[config.mk]
export PLATFORM = sky130hd
export DESIGN_NAME = nine_slice_texel_address
export DESIGN_NICKNAME = d
export VERILOG_FILES = /design/src/hdl/nsta_pkg.sv /design/src/hdl/nine_slice_texel_address.sv /design/src/hdl/nsta_divider.sv
export SDC_FILE = /design/constraint.sdc
export NUM_CORES = 2
export LEC_CHECK = 0
export BUFFER_PORTS_ARGS = -buffer_cell sky130_fd_sc_hd__buf_2
export CORE_AREA = 5 5 388 390
export DETAILED_ROUTE_END_ITERATION = 6
export DIE_AREA = 0 0 393 395
export PLACE_DENSITY_LB_ADDON = 0.05
export RECOVER_POWER = 25
export SYNTH_ARGS = -nofsm -noshare
export SYNTH_HDL_FRONTEND = slang
export SYNTH_HIERARCHICAL = 1
export SYNTH_SLANG_ARGS = --single-unit
[constraint.sdc]
create_clock -name clk -period 7.7 [get_ports clk]
set_input_delay 2.31 -clock clk [delete_from_list [all_inputs] [get_ports clk]]
set_output_delay 2.31 -clock clk [all_outputs]
set_load 0.05 [all_outputs]
[src/hdl/nsta_pkg.sv]
`timescale 1ns / 1ps
// ----------------------------------------------------------------------------
// nsta_pkg
// Types and constants shared by the nine-slice texel address pipeline.
// ----------------------------------------------------------------------------
package nsta_pkg;

    // field widths
    localparam int COORD_W     = 12;
    localparam int DIM_W       = 13;
    localparam int ADDR_W      = 24;
    localparam int REG_W       = 32;
    localparam int CFG_ADDR_W  = 5;
    localparam int SIGNED_W    = 15;
    localparam int NUM_W       = 2 * COORD_W;

    // one quotient bit per divider stage
    localparam int DIV_STAGES   = COORD_W;
    localparam int PIPE_LATENCY = DIV_STAGES + 5;

    // fixed border of the compact variant
    localparam int COMPACT_BORDER = 4;

    // axis slots
    localparam int AXIS_X = 0;
    localparam int AXIS_Y = 1;

    // register map, word index
    typedef enum logic [2:0] {
        REG_SOURCE_WIDTH  = 3'd0,
        REG_SOURCE_HEIGHT = 3'd1,
        REG_MARGIN_LEFT   = 3'd2,
        REG_MARGIN_TOP    = 3'd3,
        REG_MARGIN_RIGHT  = 3'd4,
        REG_MARGIN_BOTTOM = 3'd5,
        REG_TILE_CENTRE   = 3'd6,
        REG_COMPACT_MODE  = 3'd7
    } cfg_reg_t;

    // which slice a coordinate falls in
    typedef enum logic [1:0] {
        RGN_LOW  = 2'd0,
        RGN_HIGH = 2'd1,
        RGN_MID  = 2'd2,
        RGN_FLAT = 2'd3
    } region_t;

    // per-axis data carried alongside the divider
    typedef struct packed {
        region_t              region;
        logic                 tiled;
        logic [COORD_W-1:0]   base;
        logic [SIGNED_W-1:0]  corner;
    } axis_side_t;

    typedef axis_side_t [1:0] side_pair_t;

    // one lane of the restoring divider
    typedef struct packed {
        logic [COORD_W-1:0] rem;
        logic [COORD_W-1:0] low;
        logic [COORD_W-1:0] quot;
        logic [DIM_W-1:0]   den;
    } div_lane_t;

endpackage

[src/hdl/nine_slice_texel_address.sv]
`timescale 1ns / 1ps
// ----------------------------------------------------------------------------
// nine_slice_texel_address
// Maps a destination pixel of a nine-slice panel to a source texel and its
// linear address, with stretched or tiled edges and a compact 4-pixel mode.
// ----------------------------------------------------------------------------
// usage
//   configuration: APB-style port, registers at byte address 4*index, one
//   write per setup/access pair, pready always high; write only while idle
//   input: a transfer is taken at each rising edge with start high and busy
//   low; busy is always low, so one pixel may be issued every cycle
//   output: done pulses for one cycle with source_x, source_y and
//   source_address; the receiver takes every result and cannot stall
//   pipeline: 17 register stages from the start transfer to the result
//   (input register, slice decode, multiply, 12 divider stages, clamp,
//   address multiply)
//   throughput: one pixel per cycle; the 12-stage restoring divider shared
//   by stretch and tile produces one quotient bit per stage
//   reset: configuration returns to a 16x16 texture with 5-texel margins,
//   stretch mode; all pipeline valids clear, in-flight pixels are dropped
// ----------------------------------------------------------------------------
module nine_slice_texel_address
    import nsta_pkg::*;
#(
    parameter int MAX_DIMENSION = 4096
)
(
    input  logic                   clk,
    input  logic                   rst_n,
    // configuration port
    input  logic                   psel,
    input  logic                   penable,
    input  logic                   pwrite,
    input  logic [CFG_ADDR_W-1:0]  paddr,
    input  logic [REG_W-1:0]       pwdata,
    output logic [REG_W-1:0]       prdata,
    output logic                   pready,
    // pixel command
    input  logic                   start,
    output logic                   busy,
    input  logic [COORD_W-1:0]     dest_x,
    input  logic [COORD_W-1:0]     dest_y,
    input  logic [DIM_W-1:0]       dest_width,
    input  logic [DIM_W-1:0]       dest_height,
    // texel result
    output logic                   done,
    output logic [COORD_W-1:0]     source_x,
    output logic [COORD_W-1:0]     source_y,
    output logic [ADDR_W-1:0]      source_address
);

    localparam logic [DIM_W-1:0]   MAX_DIM     = DIM_W'(MAX_DIMENSION);
    localparam logic [DIM_W-1:0]   TWO_BORDERS = DIM_W'(2 * COMPACT_BORDER);
    localparam logic [COORD_W-1:0] BORDER      = COORD_W'(COMPACT_BORDER);

    // saturate a size to [1, MAX_DIMENSION]
    function automatic logic [DIM_W-1:0] sat_size(input logic [DIM_W-1:0] v);
        logic [DIM_W-1:0] r;
        if (v == '0)
        begin
            r = DIM_W'(1);
        end
        else if (v > MAX_DIM)
        begin
            r = MAX_DIM;
        end
        else
        begin
            r = v;
        end
        return r;
    endfunction

    // configuration registers
    logic [DIM_W-1:0]   source_width_reg;
    logic [DIM_W-1:0]   source_height_reg;
    logic [COORD_W-1:0] margin_left_reg;
    logic [COORD_W-1:0] margin_top_reg;
    logic [COORD_W-1:0] margin_right_reg;
    logic [COORD_W-1:0] margin_bottom_reg;
    logic               tile_centre_reg;
    logic               compact_mode_reg;

    logic     cfg_write;
    cfg_reg_t cfg_index;

    assign pready    = 1'b1;
    assign cfg_write = psel & penable & pwrite & pready;
    assign cfg_index = cfg_reg_t'(paddr[CFG_ADDR_W-1:2]);

    // register write
    always_ff @(posedge clk or negedge rst_n)
    begin
        if (!rst_n)
        begin
            source_width_reg  <= DIM_W'(16);
            source_height_reg <= DIM_W'(16);
            margin_left_reg   <= COORD_W'(5);
            margin_top_reg    <= COORD_W'(5);
            margin_right_reg  <= COORD_W'(5);
            margin_bottom_reg <= COORD_W'(5);
            tile_centre_reg   <= 1'b0;
            compact_mode_reg  <= 1'b0;
        end
        else if (cfg_write)
        begin
            case (cfg_index)
                REG_SOURCE_WIDTH:  source_width_reg  <= pwdata[DIM_W-1:0];
                REG_SOURCE_HEIGHT: source_height_reg <= pwdata[DIM_W-1:0];
                REG_MARGIN_LEFT:   margin_left_reg   <= pwdata[COORD_W-1:0];
                REG_MARGIN_TOP:    margin_top_reg    <= pwdata[COORD_W-1:0];
                REG_MARGIN_RIGHT:  margin_right_reg  <= pwdata[COORD_W-1:0];
                REG_MARGIN_BOTTOM: margin_bottom_reg <= pwdata[COORD_W-1:0];
                REG_TILE_CENTRE:   tile_centre_reg   <= pwdata[0];
                REG_COMPACT_MODE:  compact_mode_reg  <= pwdata[0];
                default:           ;
            endcase
        end
    end

    // register read
    always_comb
    begin
        case (cfg_index)
            REG_SOURCE_WIDTH:  prdata = REG_W'(source_width_reg);
            REG_SOURCE_HEIGHT: prdata = REG_W'(source_height_reg);
            REG_MARGIN_LEFT:   prdata = REG_W'(margin_left_reg);
            REG_MARGIN_TOP:    prdata = REG_W'(margin_top_reg);
            REG_MARGIN_RIGHT:  prdata = REG_W'(margin_right_reg);
            REG_MARGIN_BOTTOM: prdata = REG_W'(margin_bottom_reg);
            REG_TILE_CENTRE:   prdata = REG_W'(tile_centre_reg);
            REG_COMPACT_MODE:  prdata = REG_W'(compact_mode_reg);
            default:           prdata = '0;
        endcase
    end

    // static texture checks for the compact variant
    logic [DIM_W-1:0] sw_sat;
    logic [DIM_W-1:0] sh_sat;
    logic             cfg_compact_ok;

    assign sw_sat = sat_size(source_width_reg);
    assign sh_sat = sat_size(source_height_reg);

    assign cfg_compact_ok = compact_mode_reg
        && (sw_sat > TWO_BORDERS) && (sh_sat > TWO_BORDERS)
        && (margin_left_reg >= BORDER) && (margin_top_reg >= BORDER)
        && (margin_right_reg >= BORDER) && (margin_bottom_reg >= BORDER)
        && ((DIM_W'(margin_left_reg) + DIM_W'(margin_right_reg)) < sw_sat)
        && ((DIM_W'(margin_top_reg) + DIM_W'(margin_bottom_reg)) < sh_sat);

    // stage 1: input register with size saturation
    logic               start_xfer;
    logic               s1_valid_reg;
    logic [COORD_W-1:0] s1_x_reg;
    logic [COORD_W-1:0] s1_y_reg;
    logic [DIM_W-1:0]   s1_w_reg;
    logic [DIM_W-1:0]   s1_h_reg;
    logic               s1_compact_reg;
    logic               s1_compact_next;

    assign busy       = 1'b0;
    assign start_xfer = start & ~busy;

    assign s1_compact_next = cfg_compact_ok
        && (dest_width > TWO_BORDERS) && (dest_height > TWO_BORDERS);

    always_ff @(posedge clk or negedge rst_n)
    begin
        if (!rst_n)
        begin
            s1_valid_reg <= 1'b0;
        end
        else
        begin
            s1_valid_reg <= start_xfer;
        end
    end

    always_ff @(posedge clk)
    begin
        s1_x_reg       <= dest_x;
        s1_y_reg       <= dest_y;
        s1_w_reg       <= sat_size(dest_width);
        s1_h_reg       <= sat_size(dest_height);
        s1_compact_reg <= s1_compact_next;
    end

    // per-axis operands
    logic [1:0][COORD_W-1:0] ax_d;
    logic [1:0][DIM_W-1:0]   ax_dn;
    logic [1:0][DIM_W-1:0]   ax_sn;
    logic [1:0][COORD_W-1:0] ax_a;
    logic [1:0][COORD_W-1:0] ax_b;

    always_comb
    begin
        ax_d[AXIS_X]  = s1_x_reg;
        ax_d[AXIS_Y]  = s1_y_reg;
        ax_dn[AXIS_X] = s1_w_reg;
        ax_dn[AXIS_Y] = s1_h_reg;
        ax_sn[AXIS_X] = sw_sat;
        ax_sn[AXIS_Y] = sh_sat;
        ax_a[AXIS_X]  = margin_left_reg;
        ax_a[AXIS_Y]  = margin_top_reg;
        ax_b[AXIS_X]  = margin_right_reg;
        ax_b[AXIS_Y]  = margin_bottom_reg;
    end

    // stage 2: slice decode
    logic                    s2_valid_reg;
    side_pair_t              s2_side_reg;
    side_pair_t              s2_side_next;
    logic [1:0][DIM_W-1:0]   s2_span_reg;
    logic [1:0][DIM_W-1:0]   s2_span_next;
    logic [1:0][DIM_W-1:0]   s2_dspan_reg;
    logic [1:0][DIM_W-1:0]   s2_dspan_next;
    logic [1:0][COORD_W-1:0] s2_doff_reg;
    logic [1:0][COORD_W-1:0] s2_doff_next;

    always_comb
    begin
        logic [COORD_W-1:0]  ea;
        logic [COORD_W-1:0]  eb;
        logic                lo;
        logic                hi;
        logic [SIGNED_W-1:0] span;
        logic                span_pos;
        for (int ax = 0; ax < 2; ax++)
        begin
            ea = s1_compact_reg ? BORDER : ax_a[ax];
            eb = s1_compact_reg ? BORDER : ax_b[ax];
            lo = ax_d[ax] < ea;
            hi = (DIM_W'(ax_d[ax]) + DIM_W'(eb)) >= ax_dn[ax];
            span = SIGNED_W'(ax_sn[ax]) - SIGNED_W'(ax_a[ax]) - SIGNED_W'(ax_b[ax]);
            span_pos = !span[SIGNED_W-1] && (span != '0);

            s2_side_next[ax].tiled = s1_compact_reg | tile_centre_reg;
            s2_side_next[ax].base  = ax_a[ax];
            s2_side_next[ax].corner = lo ? SIGNED_W'(ax_d[ax])
                : SIGNED_W'(ax_sn[ax]) - SIGNED_W'(ax_dn[ax]) + SIGNED_W'(ax_d[ax]);
            if (lo)
            begin
                s2_side_next[ax].region = RGN_LOW;
            end
            else if (hi)
            begin
                s2_side_next[ax].region = RGN_HIGH;
            end
            else if (span_pos)
            begin
                s2_side_next[ax].region = RGN_MID;
            end
            else
            begin
                s2_side_next[ax].region = RGN_FLAT;
            end

            s2_span_next[ax]  = span[DIM_W-1:0];
            s2_dspan_next[ax] = ax_dn[ax] - DIM_W'(ea) - DIM_W'(eb);
            s2_doff_next[ax]  = ax_d[ax] - ea;
        end
    end

    always_ff @(posedge clk or negedge rst_n)
    begin
        if (!rst_n)
        begin
            s2_valid_reg <= 1'b0;
        end
        else
        begin
            s2_valid_reg <= s1_valid_reg;
        end
    end

    always_ff @(posedge clk)
    begin
        s2_side_reg  <= s2_side_next;
        s2_span_reg  <= s2_span_next;
        s2_dspan_reg <= s2_dspan_next;
        s2_doff_reg  <= s2_doff_next;
    end

    // stage 3: stretch product and divider operands
    logic                  s3_valid_reg;
    side_pair_t            s3_side_reg;
    logic [1:0][NUM_W-1:0] s3_num_reg;
    logic [1:0][NUM_W-1:0] s3_num_next;
    logic [1:0][DIM_W-1:0] s3_den_reg;
    logic [1:0][DIM_W-1:0] s3_den_next;

    always_comb
    begin
        logic [COORD_W+DIM_W-1:0] prod;
        for (int ax = 0; ax < 2; ax++)
        begin
            prod = (COORD_W+DIM_W)'(s2_doff_reg[ax]) * (COORD_W+DIM_W)'(s2_span_reg[ax]);
            if (s2_side_reg[ax].region == RGN_MID)
            begin
                if (s2_side_reg[ax].tiled)
                begin
                    s3_num_next[ax] = NUM_W'(s2_doff_reg[ax]);
                    s3_den_next[ax] = s2_span_reg[ax];
                end
                else
                begin
                    s3_num_next[ax] = prod[NUM_W-1:0];
                    s3_den_next[ax] = s2_dspan_reg[ax];
                end
            end
            else
            begin
                s3_num_next[ax] = '0;
                s3_den_next[ax] = DIM_W'(1);
            end
        end
    end

    always_ff @(posedge clk or negedge rst_n)
    begin
        if (!rst_n)
        begin
            s3_valid_reg <= 1'b0;
        end
        else
        begin
            s3_valid_reg <= s2_valid_reg;
        end
    end

    always_ff @(posedge clk)
    begin
        s3_side_reg <= s2_side_reg;
        s3_num_reg  <= s3_num_next;
        s3_den_reg  <= s3_den_next;
    end

    // stretch quotient or tile remainder
    logic                    div_valid;
    logic [1:0][COORD_W-1:0] div_quot;
    logic [1:0][COORD_W-1:0] div_rem;
    side_pair_t              div_side;

    nsta_divider u_divider (
        .clk       (clk),
        .rst_n     (rst_n),
        .in_valid  (s3_valid_reg),
        .in_num    (s3_num_reg),
        .in_den    (s3_den_reg),
        .in_side   (s3_side_reg),
        .out_valid (div_valid),
        .out_quot  (div_quot),
        .out_rem   (div_rem),
        .out_side  (div_side)
    );

    // clamp stage: pick slice result and clamp to the texture
    logic                    s4_valid_reg;
    logic [1:0][COORD_W-1:0] s4_coord_reg;
    logic [1:0][COORD_W-1:0] s4_coord_next;

    always_comb
    begin
        logic [COORD_W-1:0]  off;
        logic [SIGNED_W-1:0] s;
        logic [SIGNED_W-1:0] limit;
        for (int ax = 0; ax < 2; ax++)
        begin
            off   = div_side[ax].tiled ? div_rem[ax] : div_quot[ax];
            limit = SIGNED_W'(ax_sn[ax]) - SIGNED_W'(1);
            case (div_side[ax].region)
                RGN_LOW:  s = div_side[ax].corner;
                RGN_HIGH: s = div_side[ax].corner;
                RGN_MID:  s = SIGNED_W'(div_side[ax].base) + SIGNED_W'(off);
                RGN_FLAT: s = SIGNED_W'(div_side[ax].base);
                default:  s = div_side[ax].corner;
            endcase
            if (s[SIGNED_W-1])
            begin
                s4_coord_next[ax] = '0;
            end
            else if (s > limit)
            begin
                s4_coord_next[ax] = limit[COORD_W-1:0];
            end
            else
            begin
                s4_coord_next[ax] = s[COORD_W-1:0];
            end
        end
    end

    always_ff @(posedge clk or negedge rst_n)
    begin
        if (!rst_n)
        begin
            s4_valid_reg <= 1'b0;
        end
        else
        begin
            s4_valid_reg <= div_valid;
        end
    end

    always_ff @(posedge clk)
    begin
        s4_coord_reg <= s4_coord_next;
    end

    // output stage: linear address
    logic [COORD_W+DIM_W-1:0] address_full;
    logic                     done_reg;
    logic [COORD_W-1:0]       source_x_reg;
    logic [COORD_W-1:0]       source_y_reg;
    logic [ADDR_W-1:0]        source_address_reg;

    assign address_full = (COORD_W+DIM_W)'(s4_coord_reg[AXIS_Y]) * (COORD_W+DIM_W)'(sw_sat)
                        + (COORD_W+DIM_W)'(s4_coord_reg[AXIS_X]);

    always_ff @(posedge clk or negedge rst_n)
    begin
        if (!rst_n)
        begin
            done_reg <= 1'b0;
        end
        else
        begin
            done_reg <= s4_valid_reg;
        end
    end

    always_ff @(posedge clk)
    begin
        source_x_reg       <= s4_coord_reg[AXIS_X];
        source_y_reg       <= s4_coord_reg[AXIS_Y];
        source_address_reg <= address_full[ADDR_W-1:0];
    end

    assign done           = done_reg;
    assign source_x       = source_x_reg;
    assign source_y       = source_y_reg;
    assign source_address = source_address_reg;

    // checks
    logic [COORD_W+DIM_W-1:0] chk_address;

    assign chk_address = (COORD_W+DIM_W)'(source_y) * (COORD_W+DIM_W)'(sw_sat)
                       + (COORD_W+DIM_W)'(source_x);

    a_latency: assert property (@(posedge clk) disable iff (!rst_n)
        done |-> $past(start && !busy, PIPE_LATENCY))
        else $error("result without a matching start transfer");

    a_in_texture: assert property (@(posedge clk) disable iff (!rst_n)
        done |-> (DIM_W'(source_x) < sw_sat) && (DIM_W'(source_y) < sh_sat))
        else $error("texel coordinate outside the texture");

    a_address: assert property (@(posedge clk) disable iff (!rst_n)
        done |-> (source_address == chk_address[ADDR_W-1:0]))
        else $error("address does not match texel coordinate");

endmodule

[src/hdl/nsta_divider.sv]
`timescale 1ns / 1ps
// ----------------------------------------------------------------------------
// nsta_divider
// Pipelined restoring divider for both axes, one quotient bit per stage.
// The dividend must be below den * 2**COORD_W; quotient and remainder are
// COORD_W bits. Side data travels with each transfer.
// ----------------------------------------------------------------------------
module nsta_divider
    import nsta_pkg::*;
(
    input  logic                           clk,
    input  logic                           rst_n,
    input  logic                           in_valid,
    input  logic [1:0][NUM_W-1:0]          in_num,
    input  logic [1:0][DIM_W-1:0]          in_den,
    input  side_pair_t                     in_side,
    output logic                           out_valid,
    output logic [1:0][COORD_W-1:0]        out_quot,
    output logic [1:0][COORD_W-1:0]        out_rem,
    output side_pair_t                     out_side
);

    div_lane_t [1:0] lane_reg  [DIV_STAGES];
    div_lane_t [1:0] lane_next [DIV_STAGES];
    side_pair_t      side_reg  [DIV_STAGES];
    logic            valid_reg [DIV_STAGES];

    for (genvar k = 0; k < DIV_STAGES; k++)
    begin : g_stage
        div_lane_t [1:0] lane_in;
        side_pair_t      side_in;
        logic            valid_in;

        // stage source: loaded dividend or previous stage
        if (k == 0)
        begin : g_first
            always_comb
            begin
                for (int ax = 0; ax < 2; ax++)
                begin
                    lane_in[ax].rem  = in_num[ax][NUM_W-1:COORD_W];
                    lane_in[ax].low  = in_num[ax][COORD_W-1:0];
                    lane_in[ax].quot = '0;
                    lane_in[ax].den  = in_den[ax];
                end
            end
            assign side_in  = in_side;
            assign valid_in = in_valid;
        end
        else
        begin : g_follow
            assign lane_in  = lane_reg[k-1];
            assign side_in  = side_reg[k-1];
            assign valid_in = valid_reg[k-1];
        end

        // trial subtract of the shifted partial remainder
        always_comb
        begin
            logic [DIM_W-1:0] trial;
            for (int ax = 0; ax < 2; ax++)
            begin
                trial = {lane_in[ax].rem, lane_in[ax].low[COORD_W-1]};
                lane_next[k][ax].den = lane_in[ax].den;
                lane_next[k][ax].low = {lane_in[ax].low[COORD_W-2:0], 1'b0};
                if (trial >= lane_in[ax].den)
                begin
                    lane_next[k][ax].rem  = COORD_W'(trial - lane_in[ax].den);
                    lane_next[k][ax].quot = {lane_in[ax].quot[COORD_W-2:0], 1'b1};
                end
                else
                begin
                    lane_next[k][ax].rem  = trial[COORD_W-1:0];
                    lane_next[k][ax].quot = {lane_in[ax].quot[COORD_W-2:0], 1'b0};
                end
            end
        end

        // stage valid
        always_ff @(posedge clk or negedge rst_n)
        begin
            if (!rst_n)
            begin
                valid_reg[k] <= 1'b0;
            end
            else
            begin
                valid_reg[k] <= valid_in;
            end
        end

        // stage payload
        always_ff @(posedge clk)
        begin
            lane_reg[k] <= lane_next[k];
            side_reg[k] <= side_in;
        end
    end

    // last stage drives the outputs
    always_comb
    begin
        for (int ax = 0; ax < 2; ax++)
        begin
            out_quot[ax] = lane_reg[DIV_STAGES-1][ax].quot;
            out_rem[ax]  = lane_reg[DIV_STAGES-1][ax].rem;
        end
    end

    assign out_valid = valid_reg[DIV_STAGES-1];
    assign out_side  = side_reg[DIV_STAGES-1];

endmodule
# After elaboration in Yosys (flattened, before gate mapping)
# Memory sizes are Yosys's and may differ from the RTL's.
# Index checks and enable logic that the tools add are counted.
[word_totals]
ram_bits = 1872
wordCells = 297
ff_bits = 484
mem_count = 2
[op_classes]
n_addsub = 47
eq_ne = 15
n_mul = 3
muxes = 75
order_cmp = 44
n_reduce_logical = 39
bitwise = 5
[memory_table]
columns = ["name", "words", "word_bits", "rd", "rd_clocked_by_memory_dff", "write_ports", "line", "rtl"]
rows = [
  ["u_divider.lane_reg", 12, 96, 12, 0, 12, "nsta_divider.sv:23", "div_lane_t [1:0] lane_reg [DIV_STAGES];"],
  ["u_divider.side_reg", 12, 60, 12, 0, 12, "nsta_divider.sv:25", "side_pair_t side_reg [DIV_STAGES];"],
]
[ops]
columns = ["cell", "count"]
rows = [
  ["12-bit two-way mux", 36],
  ["13-bit greater-or-equal comparator", 26],
  ["12-bit subtractor", 26],
  ["32-bit one-hot mux with 8 select lines", 1],
  ["13-bit two-way mux", 8],
  ["15-bit one-hot mux with 3 select lines", 2],
  ["12-bit by 12-bit adder with 13-bit output", 6],
  ["12-bit by 13-bit multiplier with 24-bit output", 3],
  ["13-bit > comparator, second input constant", 4],
  ["13-bit by 4-bit > comparator with 1-bit output, second input constant", 4],
  ["13-bit zero test", 4],
  ["13-bit by 12-bit subtractor with 13-bit output", 4],
  ["12-bit by 3-bit greater-or-equal comparator with 1-bit output, second input constant", 4],
  ["14-bit by 13-bit adder with 15-bit output", 2],
  ["15-bit > comparator", 2],
  ["15-bit nonzero test", 2],
  ["14-bit by 13-bit subtractor with 15-bit output", 2],
  ["1-bit two-way mux", 28],
  ["13-bit by 1-bit subtractor with 14-bit output, second input constant", 2],
  ["13-bit by 12-bit subtractor with 14-bit output", 2],
  ["13-bit by 13-bit subtractor with 14-bit output", 2],
  ["13-bit < comparator", 2],
  ["24-bit by 12-bit adder with 24-bit output", 1],
  ["12-bit < comparator", 2],
  ["14 further kinds", 53],
]

# Depth between registers and ports, before layout
[depth]
depth_word = 14
mapped_depth = 25

# Hierarchy
# The synthesis kept the hierarchy.
[modules_own_cells]
columns = ["mod", "seq_area_each_um2", "instances", "area_each_um2", "cells_each"]
rows = [
  ["nsta_divider", 31970.7, 1, 49721.4, 4027],
  ["nine_slice_texel_address", 9867.0, 1, 42175.4, 4738],
]

# Least setup slack after synthesis
# OpenSTA, ideal clock, no wires.
[synth_timing]
path_kind = "in2out"
startpoint = "input paddr[2]"
endpoint = "output prdata[12]"
n_path_buf = 3
setup_slack_ns = 0.754
cell_stages = 5
t_required_ns = 5.390
t_arrival_ns = 4.636
cell_sequence = "clkbuf_1 > buf_1 > clkbuf_1 > mux2i_1 > nor3_1"
[synth_between]
elab_chain_cells = 2
word_cells_on_any_way = 9
cone_classes = "eq/ne: 7; mux: 1; reduce/logical: 1"
[synth_lines]
columns = ["item", "line", "rtl"]
rows = [
  ["from (decl)", "nine_slice_texel_address.sv:34", "input logic [CFG_ADDR_W-1:0] paddr,"],
  ["3-bit == test, or another cell as far along", "nine_slice_texel_address.sv:124", "case (cfg_index)"],
  ["32-bit one-hot mux with 8 select lines (*)", "nine_slice_texel_address.sv:124", ""],
  ["to (decl)", "nine_slice_texel_address.sv:36", "output logic [REG_W-1:0] prdata,"],
]
# Every way passes the cells marked *; elsewhere a longest branch is shown, timed or not. The select of a mux whose other input is x is not followed.

# Worst setup path in the final report
[layout_timing]
startpoint = "register source_width_reg[10]"
endpoint = "register source_address_reg[23] (netlist: source_address[23])"
[layout_between]
elab_chain_cells = 5
word_cells_on_any_way = 6
cone_classes = "add/sub: 1; mul: 1; order compare: 1; mux: 2; reduce/logical: 1"
[layout_lines]
columns = ["item", "line", "rtl"]
rows = [
  ["from (decl)", "nine_slice_texel_address.sv:75", "logic [DIM_W-1:0] source_width_reg;"],
  ["from (signal assigned)", "nine_slice_texel_address.sv:108", "REG_SOURCE_WIDTH: source_width_reg <= pwdata[DIM_W-1:0];"],
  ["13-bit > comparator", "nine_slice_texel_address.sv:63", "else if (v > MAX_DIM)"],
  ["13-bit two-way mux", "nine_slice_texel_address.sv:63", ""],
  ["13-bit two-way mux (*)", "nine_slice_texel_address.sv:59", "if (v == '0)"],
  ["12-bit by 13-bit multiplier with 24-bit output (*)", "nine_slice_texel_address.sv:418", "assign address_full = (COORD_W+DIM_W)'(s4_coord_reg[AXIS_Y]) * (COORD_W+DIM_W)'(sw_sat)"],
  ["24-bit by 12-bit adder with 24-bit output (*)", "nine_slice_texel_address.sv:419", "+ (COORD_W+DIM_W)'(s4_coord_reg[AXIS_X]);"],
  ["net address_full[23]", "nine_slice_texel_address.sv:412", "logic [COORD_W+DIM_W-1:0] address_full;"],
  ["to (signal assigned)", "nine_slice_texel_address.sv:437", "source_address_reg <= address_full[ADDR_W-1:0];"],
  ["to (decl)", "nine_slice_texel_address.sv:416", "logic [ADDR_W-1:0] source_address_reg;"],
]
# The timed path passes the listed nets; every way through them passes the cells marked *.
# A chain may end at the register's enable or synchronous reset.

==> run metrics <==
total number of H-tree levels=4; final wirelength=202 mm; Ys Warns=6; Period minus WS final=slightly above 7000 ps; Clock Skew=around 40 ps; # setup viols final=0; number of synthesized flops with an enable pin=0; slowest cell on the critical path=or4_1; Mapped Area=91900 sq um; final-report hold violation count=0; CP startpoint kind=flip-flop; gpl congestion=approximately 0.93; Max Fclk=between 100 and 150 MHz; total CTS buffers=196; Rows=about 140; initial antenna violation count=6; Crit Path Class=reg2reg; Die Y-Extent=about 400 um; postcts setup bufs=0; initial drt markers=a little over 3000; clock-pin slew on the worst setup and hold paths=approximately 70 ps; cells on worst reg2reg path=22; I/O pin count=about 180; HP Class=reg2reg; Total GRT Usage=26.0%; Fin Setup TNS=0 ps; Nets=just over 10000; Slew Limit Fails=0; root buf cell=clkbuf_16; Synth Flop Type=dfxtp_1; Final period util=between 90% and 100%; Final ANT Viol Nets=0; unrepaired setup endpoints after global routing=false; Critical Path Stages=22; vias in the first global route=61829; cells after synthesis=8765; Fill cells=about 11000; Largest stage delay, worst path=570 ps; DRT Pass-1 Iters=6; delay-heaviest family, CP=adder cells; CP Max Fanout=7; Clock Sinks=2066; CP Cell Sequence=or4_4 -> or4b_4 -> o21ai_4 -> and2_2 -> nand2_1 -> fa_1 -> inv_1 -> fa_1 -> fa_1 -> fa_1 -> inv_1 -> fa_1 -> inv_1 -> ha_1 -> and3_1 -> nand2_1 -> or4_1 -> a31oi_1 -> o41ai_1 -> o21ai_1 -> and4_1 -> nor3_1; Worst Hold Depth=0; first-pass GRT wire length=323 mm; syn_area_per_cell=10.5 sq um; Critical Path Sink Type=flip-flop; final design utilization=roughly 70%; post-synthesis register bit count=approximately 2100; CTS tree=built; ys async rst share=4.50%; crit path DAT=approximately 8000 ps; CP most frequent cell=fa_1; Post-DP HPWL=~150 mm; DIE WIDTH=around 390 um; vias per inst=5.49; Hold Buf Count CTS=0; Clock Path Buffers=3; vias=about 61000; CTS resizes=0; global route overflow=0; DRC=0; relative slew slack=about 6.7%; IO Port Bufs=~130; DR WL/cell=between 15 and 20 um; total core area=147000 sq um; layout cell share with drive strength beyond 1=around 9.7%; pin count of the biggest net entering global routing=68; Critical Path RT=between 8000 and 9000 ps; clock latency on the worst-skew pair=between 800 and 900 ps; register area share after synthesis=between 40% and 50%; max reg flops=862; number of distinct library cells after synthesis=97; Initial Util=62.6%; Syn-to-layout area delta=10.6%; Buf/Inv on CP=3; status=complete, no violations; die outline area=about 160000 sq um; Tightest Pin Transition=about 1400 ps; Max Cap Viol=0
==> path summary, 6_finish.rpt <==
kind                                              end                 startpoint  slack (ps)
max                                source_address[23]       source_width_reg[10]         440
min                        u_divider/side_reg[0][137]  u_divider/side_reg[0][77]         300
max reg2reg                        source_address[23]       source_width_reg[10]         440
min reg2reg                u_divider/side_reg[0][137]  u_divider/side_reg[0][77]         300
max in group asynchronous        margin_right_reg[10]                      rst_n        5100
min in group asynchronous                s3_valid_reg                      rst_n        1450
==> layout make-up <==
type	instances	area, sq um	area share [%]
Clock buffer	257	5470	5.38
Sequential cell	2066	41800	41.2
Clock inverter	112	1710	1.68
Timing Repair Buffer	182	1040	1.02
Inverter	1083	4070	4.00
Antenna cell	3	7.51	0.00739
Tap cell	1930	2410	2.38
Multi-Input combinational cell	5409	45100	44.4
==> cells in the mapped netlist (22+ instances only) <==
cell | instances | area share [%]
nand2b_1 | 97 | 0.66
o21bai_1 | 54 | 0.44
nand2_1 | 573 | 2.3
dfrtp_1 | 83 | 2.3
or3_1 | 38 | 0.26
xor2_1 | 138 | 1.3
nor2_1 | 410 | 1.7
xnor2_1 | 274 | 2.6
o31ai_1 | 24 | 0.20
clkbuf_1 | 167 | 0.68
a21o_1 | 168 | 1.4
nor2b_1 | 154 | 1.0
and4_1 | 23 | 0.22
mux2_2 | 255 | 3.1
and3_1 | 47 | 0.32
nand3_1 | 83 | 0.45
and2_1 | 197 | 1.3
o211a_1 | 34 | 0.37
ha_1 | 806 | 11
a211oi_1 | 60 | 0.49
a31oi_1 | 47 | 0.32
or2_2 | 28 | 0.19
o211ai_1 | 59 | 0.48
a21oi_1 | 427 | 2.3
dfxtp_1 | 1973 | 43
nor4_1 | 23 | 0.16
buf_4 | 22 | 0.18
inv_1 | 1082 | 4.4
nand4_1 | 54 | 0.37
o21ai_0 | 273 | 1.5
o221ai_1 | 23 | 0.22
nor3_1 | 127 | 0.69
mux2i_1 | 123 | 1.3
o22ai_1 | 29 | 0.20
fa_1 | 402 | 8.8
o21a_1 | 67 | 0.55
or4_1 | 32 | 0.26
a21boi_0 | 28 | 0.23
==> layout by cell type (no fill, tap or decap), types with 199 or more instances in the layout <==
cell and instances:
dfxtp_1 1972, inv_1 1082, ha_1 806, nand2_1 573, a21oi_1 427, nor2_1 410
fa_1 402, xnor2_1 274, o21ai_0 271, mux2_2 255, clkbuf_16 199
==> cells by family after synthesis <==
logic type | synth area share (%)
fa+ha+maj | 19.7
other cells | 0.00817
compound gates | 10.1
flops | 45.5
buf+inv | 5.54
mux | 4.68
xor+xnor | 3.94
simple gates | 10.4
==> stage by stage <==
| stage | setup WS (ps) | hold WS, ps | std cells | instance area (sq um) |
|---|---|---|---|---|
| 2_1_floorplan | 754 | 310 | 8788 | 92000 |
| 3_3_place_gp | 509 | 309 | 10670 | 94400 |
| 3_5_place_dp | 452 | 312 | 10670 | 94400 |
| 4_1_cts | 437 | 291 | 11039 | 102000 |
| 5_1_grt | 9.61 | 299 | 11040 | 102000 |
| 6_report | 441 | 297 | 11042 | 102000 |
==> worst register-to-register path, stage by stage (launching register included) <==
cell and delay, ps:
dfrtp_1 410, or4_4 560, or4b_4 540, o21ai_4 170, and2_2 300, nand2_1 110, fa_1 540, inv_1 50
fa_1 460, fa_1 520, fa_1 540, inv_1 50, fa_1 550, inv_1 50, ha_1 370, and3_1 200
nand2_1 70, or4_1 570, a31oi_1 330, o41ai_1 170, o21ai_1 280, and4_1 230, nor3_1 50
==> routing by layer <==
metal	global-route usage [%]	vias up	wire (um)
li1	-	29528	-
met1	31.9	29285	83200
met2	46.5	1404	102000
met3	3.81	428	9520
met4	9.62	0	7390
met5	0	-	0
Power is left out: the tool's default activity adds up to more than one toggle a clock period on the data nets, which glitch-free logic cannot reach.
